===== config.mk =====
export PLATFORM = sky130hd
export DESIGN_NAME = phe_cell
export DESIGN_NICKNAME = d
export VERILOG_FILES = /design/src/rtl/phe_pkg.sv /design/src/rtl/phe_cell.sv
export SDC_FILE = /design/constraint.sdc
export NUM_CORES = 2
export LEC_CHECK = 0
export BUFFER_PORTS_ARGS = -buffer_cell sky130_fd_sc_hd__clkbuf_2
export CAP_MARGIN = 20
export CORE_ASPECT_RATIO = 0.8
export CORE_MARGIN = 1
export CORE_UTILIZATION = 45
export DETAILED_ROUTE_END_ITERATION = 7
export GPL_TIMING_DRIVEN = 0
export HOLD_SLACK_MARGIN = 0.15
export PLACE_DENSITY_LB_ADDON = 0.3
export SLEW_MARGIN = 5
export SYNTH_ARGS = -nofsm -noshare
export SYNTH_HDL_FRONTEND = slang
export SYNTH_SLANG_ARGS = --single-unit
export TNS_END_PERCENT = 50

===== constraint.sdc =====
create_clock -name clk -period 6.59 [get_ports clk]
set_input_delay 0.9885 -clock clk [delete_from_list [all_inputs] [get_ports clk]]
set_output_delay 0.9885 -clock clk [all_outputs]
set_load 0.05 [all_outputs]

===== src/rtl/phe_pkg.sv =====
`timescale 1ns / 1ps
// ----------------------------------------------------------------------------
// phe_pkg: shared types and constants of the polynomial evaluator
// Formats, register indexes and the data word handed from cell to cell.
// ----------------------------------------------------------------------------
package phe_pkg;

  localparam int MAX_DEGREE = 6;
  localparam int NUM_COEFS  = MAX_DEGREE + 1;
  localparam int NUM_CELLS  = MAX_DEGREE;

  localparam int DEG_W      = 3;
  localparam int COEF_W     = 32;
  localparam int X_W        = 18;
  localparam int FRAC_W     = 16;
  localparam int PROD_W     = COEF_W + X_W;
  localparam int RND_W      = PROD_W + 1;
  localparam int SHIFT_W    = RND_W - FRAC_W;
  localparam int SUM_W      = SHIFT_W + 1;

  localparam int CFG_ADDR_W = 3;
  localparam int CFG_DATA_W = COEF_W;

  localparam int IN_DATA_W  = ((X_W + 7) / 8) * 8;
  localparam int OUT_DATA_W = ((COEF_W + 1 + 7) / 8) * 8;

  typedef enum logic [CFG_ADDR_W-1:0] {
    REG_DEGREE = 3'd0,
    REG_COEF_0 = 3'd1,
    REG_COEF_1 = 3'd2,
    REG_COEF_2 = 3'd3,
    REG_COEF_3 = 3'd4,
    REG_COEF_4 = 3'd5,
    REG_COEF_5 = 3'd6,
    REG_COEF_6 = 3'd7
  } cfg_reg_t;

  typedef struct packed {
    logic                     valid;
    logic signed [X_W-1:0]    x;
    logic signed [COEF_W-1:0] acc;
    logic                     ovf;
  } cell_data_t;

endpackage


===== src/rtl/phe_cell.sv =====
`timescale 1ns / 1ps
// ----------------------------------------------------------------------------
// phe_cell: one Horner step
// Stage one multiplies the accumulator by x; stage two rounds, adds the
// coefficient and saturates. An inactive cell passes the accumulator on.
// ----------------------------------------------------------------------------
module phe_cell (
  input  logic                             clk,
  input  logic                             rst_n,
  input  logic                             en,
  input  logic                             active,
  input  logic signed [phe_pkg::COEF_W-1:0] coef,
  input  phe_pkg::cell_data_t              d_in,
  output phe_pkg::cell_data_t              d_out
);

  logic                                     a_valid_r;
  logic                                     a_active_r;
  logic signed [phe_pkg::X_W-1:0]           a_x_r;
  logic signed [phe_pkg::COEF_W-1:0]        a_acc_r;
  logic                                     a_ovf_r;
  logic signed [phe_pkg::PROD_W-1:0]        a_prod_r;
  logic signed [phe_pkg::PROD_W-1:0]        prod_nxt;

  logic signed [phe_pkg::RND_W-1:0]         rnd;
  logic signed [phe_pkg::SHIFT_W-1:0]       rnd_sh;
  logic signed [phe_pkg::SUM_W-1:0]         sum;
  logic                                     clip;
  logic signed [phe_pkg::COEF_W-1:0]        sat_val;
  phe_pkg::cell_data_t                      b_nxt;
  phe_pkg::cell_data_t                      b_r;

  assign prod_nxt = d_in.acc * d_in.x;

  always_ff @(posedge clk) begin
    if (!rst_n) begin
      a_valid_r <= 1'b0;
    end else if (en) begin
      a_valid_r <= d_in.valid;
    end
  end

  always_ff @(posedge clk) begin
    if (en) begin
      a_active_r <= active;
      a_x_r      <= d_in.x;
      a_acc_r    <= d_in.acc;
      a_ovf_r    <= d_in.ovf;
      a_prod_r   <= prod_nxt;
    end
  end

  always_comb begin
    rnd    = phe_pkg::RND_W'(a_prod_r) + phe_pkg::RND_W'(signed'(1 << (phe_pkg::FRAC_W - 1)));
    rnd_sh = rnd[phe_pkg::RND_W-1:phe_pkg::FRAC_W];
    sum    = phe_pkg::SUM_W'(rnd_sh) + phe_pkg::SUM_W'(coef);
    clip   = (sum[phe_pkg::SUM_W-1:phe_pkg::COEF_W-1] != '0) &&
             (sum[phe_pkg::SUM_W-1:phe_pkg::COEF_W-1] != '1);
    if (!clip) begin
      sat_val = sum[phe_pkg::COEF_W-1:0];
    end else if (sum[phe_pkg::SUM_W-1]) begin
      sat_val = {1'b1, {(phe_pkg::COEF_W-1){1'b0}}};
    end else begin
      sat_val = {1'b0, {(phe_pkg::COEF_W-1){1'b1}}};
    end
    b_nxt.valid = a_valid_r;
    b_nxt.x     = a_x_r;
    b_nxt.acc   = a_active_r ? sat_val : a_acc_r;
    b_nxt.ovf   = a_ovf_r | (a_active_r & clip);
  end

  always_ff @(posedge clk) begin
    if (!rst_n) begin
      b_r.valid <= 1'b0;
    end else if (en) begin
      b_r.valid <= b_nxt.valid;
    end
  end

  always_ff @(posedge clk) begin
    if (en) begin
      b_r.x   <= b_nxt.x;
      b_r.acc <= b_nxt.acc;
      b_r.ovf <= b_nxt.ovf;
    end
  end

  assign d_out = b_r;

endmodule


==> implementation parameters <==
Parameter                              Value

Floorplanning
  Die Wd ... between 200 and 300 um
  Die Span Y ... ~220 um
  Total Die Area ... ~60000 sq um
  I/O pin cnt ... 140
  Floorplan Core Area ... 58000 sq um
  Initial cell density of the core ... ~45%
  Number of rows in the core area ... between 70 and 80

Detailed routing
  Post-route antenna net violation count ... 0
  Total length of routed wires ... around 83000 um
  Routed vias/inst ... about 5.4
  Count of routing violations after the opening detailed-route iteration ... ~1700
  DRT Pass-1 Iters ... 6
  Drc violations ... 0
  Average routed wire per standard cell ... around 22 um
  Vias after detailed routing ... around 20000

Setup path
  Cells along the critical path ... clkbuf_2 > clkbuf_16 > buf_8 > nand2_1 > fa_1 > inv_1 > fa_1 > fa_1 > fa_1 > fa_1 > inv_1 > fa_1 > inv_1 > ha_1 > and3_1 > a311oi_2 > o21ai_1 > a21o_4 > a31o_4 > a211o_1 > a21oi_2 > xnor2_1
  Worst Path Required ... around 6800 ps
  Launch point of the worst reg-to-reg path ... a_prod_r[17]
  Type of the worst setup path ... primary input to register
  Data arrival, critical path ... approximately 6900 ps
  Maximum net fanout on the critical path ... 10
  Critical path startpoint ... d_in[18]
  Worst path most repeated cell ... sky130_fd_sc_hd__fa_1
  Critical Path Source Type ... primary input
  Slowest cell on crit path ... sky130_fd_sc_hd__fa_1
  Maximum single-stage delay on the critical path ... around 570 ps
  Critical Path Sink Type ... register

Synth
  Number of warnings printed during yosys synthesis ... 0
  Post-synthesis sequential area ratio ... between 15 and 20%
  Number of enable flip-flop cells after synthesis ... approximately 140
  Register bit count reported by yosys ... between 100 and 150
  Post-synthesis cell area ... approximately 26000 sq um
  Synthesized Nets ... roughly 3500
  Cells after Synth ... ~2700
  Distinct cell type count of the synthesized netlist ... 58
  Fraction of registers with async set or reset after synthesis ... 0%
  Synth Area per Inst ... 9.68 sq um
  Main flop type after synthesis ... sky130_fd_sc_hd__edfxtp_1

Final layout
  Sequential cell area ... 4180 sq um
  Area growth syn-to-layout ... 14.6%
  Area taken by multi-input logic gates ... ~20000 sq um
  Count of nets after finishing ... roughly 3700
  FILL cells ... between 5000 and 6000
  Share of layout cells above drive strength 1 ... a little over an eighth

STA
  Hold slack ... about 410 ps
  Relative max-transition margin ... 50.8%
  Slack of the critical path ... -78.4 ps
  Top achievable clock speed ... 150 MHz
  Final setup violation count ... 3
  Setup_tns ... -148 ps
  Slew at the pin closest to its max-slew limit ... 736 ps
  Max-slew violation count ... 0
  Final critical-path required period ... 6670 ps
  Tcrit/Tclk final ... 101%
  Number of failing hold endpoints at the final stage ... 0
  Clock Skews ... roughly 17 ps
  Unrepaired setup endpoints after global routing ... true

Clock tree
  Maximum clock path buffer count ... 2
  Clk Latency, worst-skew pair ... 510 ps
  Clock net sink count ... 140
  Number of CTS-inserted buffers ... 17
  Clock transition at path regs ... 90 ps
  TritonCTS clock tree ... done
  H-tree depth ... 4
  Clock root buffer master ... sky130_fd_sc_hd__clkbuf_16
  Number of buffers added to fix hold violations after cts ... 0

Min path
  Beginning of the worst hold path ... a_x_r[13]
  Min-delay worst type ... register to register

Global route
  Global router's overall resource usage ... between 20% and 30%
  Largest net degree at the start of global routing ... 83
  First-pass GRT wire length ... between 100000 and 150000 um
  GR Overflow Total ... 0
  Number of antenna violations at the first check in global routing ... 6
  Via count of the first global-routing pass ... about 21000

Job
  # Max-Cap Violations ... 0

Place
  Global placer's final weighted congestion ... between 1 and 1.5
  PortBufs ... around 140
  Final HPWL from detailed placement ... approximately 67000 um

Status
  Violations in the final reports ... negative setup slack
  Outcome ... finished, violations left
-- synth_stat cells (all sizes together), types with 39 or more instances --
cell type	count	area share [%]
inv	600	8.5
fa	553	42
nand2	392	5.6
and2	220	5.2
ha	152	7.2
edfxtp	138	16
clkbuf	117	1.7
xnor2	74	2.5
nor2	72	1.0
a21oi	71	1.3
o21ai	45	0.85
a21o	39	1.1
-- cells in the final DEF, fill, tap and decap left out, types with 9 or more instances in the layout --
| master | count |
|---|---|
| sky130_fd_sc_hd__inv_1 | 589 |
| sky130_fd_sc_hd__fa_1 | 532 |
| sky130_fd_sc_hd__nand2_1 | 390 |
| sky130_fd_sc_hd__and2_1 | 212 |
| sky130_fd_sc_hd__edfxtp_1 | 138 |
| sky130_fd_sc_hd__ha_1 | 136 |
| sky130_fd_sc_hd__clkbuf_2 | 105 |
| sky130_fd_sc_hd__xnor2_1 | 73 |
| sky130_fd_sc_hd__nor2_1 | 71 |
| sky130_fd_sc_hd__a21oi_1 | 62 |
| sky130_fd_sc_hd__buf_4 | 51 |
| sky130_fd_sc_hd__a21o_1 | 38 |
| sky130_fd_sc_hd__xor2_1 | 31 |
| sky130_fd_sc_hd__clkbuf_8 | 31 |
| sky130_fd_sc_hd__clkbuf_4 | 30 |
| sky130_fd_sc_hd__clkbuf_16 | 30 |
| sky130_fd_sc_hd__nand3_1 | 29 |
| sky130_fd_sc_hd__o21ai_0 | 28 |
| sky130_fd_sc_hd__o221a_1 | 25 |
| sky130_fd_sc_hd__fa_2 | 21 |
| sky130_fd_sc_hd__nand4_1 | 20 |
| sky130_fd_sc_hd__clkbuf_1 | 20 |
| sky130_fd_sc_hd__and3_1 | 19 |
| sky130_fd_sc_hd__o21ai_1 | 15 |
| sky130_fd_sc_hd__buf_6 | 14 |
| sky130_fd_sc_hd__buf_8 | 12 |
| sky130_fd_sc_hd__nand2b_1 | 11 |
| sky130_fd_sc_hd__ha_4 | 11 |
| sky130_fd_sc_hd__nor3_1 | 10 |
| sky130_fd_sc_hd__nor2b_1 | 10 |
| sky130_fd_sc_hd__o211ai_1 | 9 |
| sky130_fd_sc_hd__o21bai_1 | 9 |
-- per-layer routing --
metal / GRT usage [%] / up-vias / wire [um]
met4: 8.45 / 2 / 2240
met5: 0 / - / 13
met3: 10.3 / 122 / 9860
met2: 43.3 / 931 / 36200
li1: - / 8669 / -
met1: 39.2 / 10100 / 34500
-- kinds of logic (layout without fill, tap and decap cells) --
kind of cell / Yosys count / after routing / synth area share (%)
multiplexers: 4 / 4 / 0.156
adder cells (fa/ha/maj): 705 / 705 / 49.2
other: 0 / 1 / 0
XOR/XNOR: 105 / 105 / 3.48
AND/OR/NAND/NOR: 802 / 802 / 14.5
flip-flops: 140 / 140 / 15.9
AO/OA/AOI/OAI: 247 / 247 / 6.50
buffers and inverters: 724 / 918 / 10.3
-- through the flow --
step | area (sq um) | util [%] | worst slack [ps] | instances
after floorplan | 26700 | - | -16.7 | 2727
after global placement | 28300 | 48.8 | -2140 | 3635
after detailed placement | 28400 | 48.9 | -2190 | 3636
after CTS | 29900 | 51.5 | -118 | 3675
after global routing | 30200 | 52.1 | -204 | 3691
final | 30200 | 52.1 | -78.4 | 3691
-- path summary, 6_finish.rpt --
check,to,slack [ps],cells after the start
hold reg to reg,d_out[46],410,0
hold / removal,d_out[46],410,0
setup reg to reg,d_out[20],940,22
setup / recovery,a_prod_r[44],-80,22
-- sequential cells by signal (all words and copies together), names as in the netlist --
signal and flops:
a_ovf_r 1, a_valid_r 1, a_active_r 1, a_x_r 18, a_acc_r 32, a_prod_r 35
d_out 52
-- layout make-up --
| type | count | area share (%) |
|---|---|---|
| Inverter | 600 | 7.49 |
| Sequential cell | 140 | 13.8 |
| Antenna cell | 1 | 0.00827 |
| Timing Repair Buffer | 174 | 4.02 |
| Buffer | 112 | 3.92 |
| Clock inverter | 15 | 0.563 |
| Tap cell | 769 | 3.18 |
| Clock buffer | 17 | 1.41 |
| Multi-Input combinational cell | 1863 | 65.6 |
-- critical path: cells and delay by family --
| family | cells | cell delay, ps |
|---|---|---|
| AOI/OAI and AO/OA | 6 | 1390 |
| adders and majority gates | 7 | 3400 |
| buffers and inverters | 6 | 660 |
| and+or+nand+nor | 2 | 340 |
| xor gates and xnor gates | 1 | 90 |
-- repair_timing --
action	CTS	global route
pin swaps	25	46
endpoints found under the setup margin	33	15
gates cloned	1	1
buffers inserted	17	15
gates resized for setup	209	136
hold endpoints to repair	0	0
Power is not shown: default switching activity piles up to over one toggle a cycle in this logic, so the estimate is an artifact.
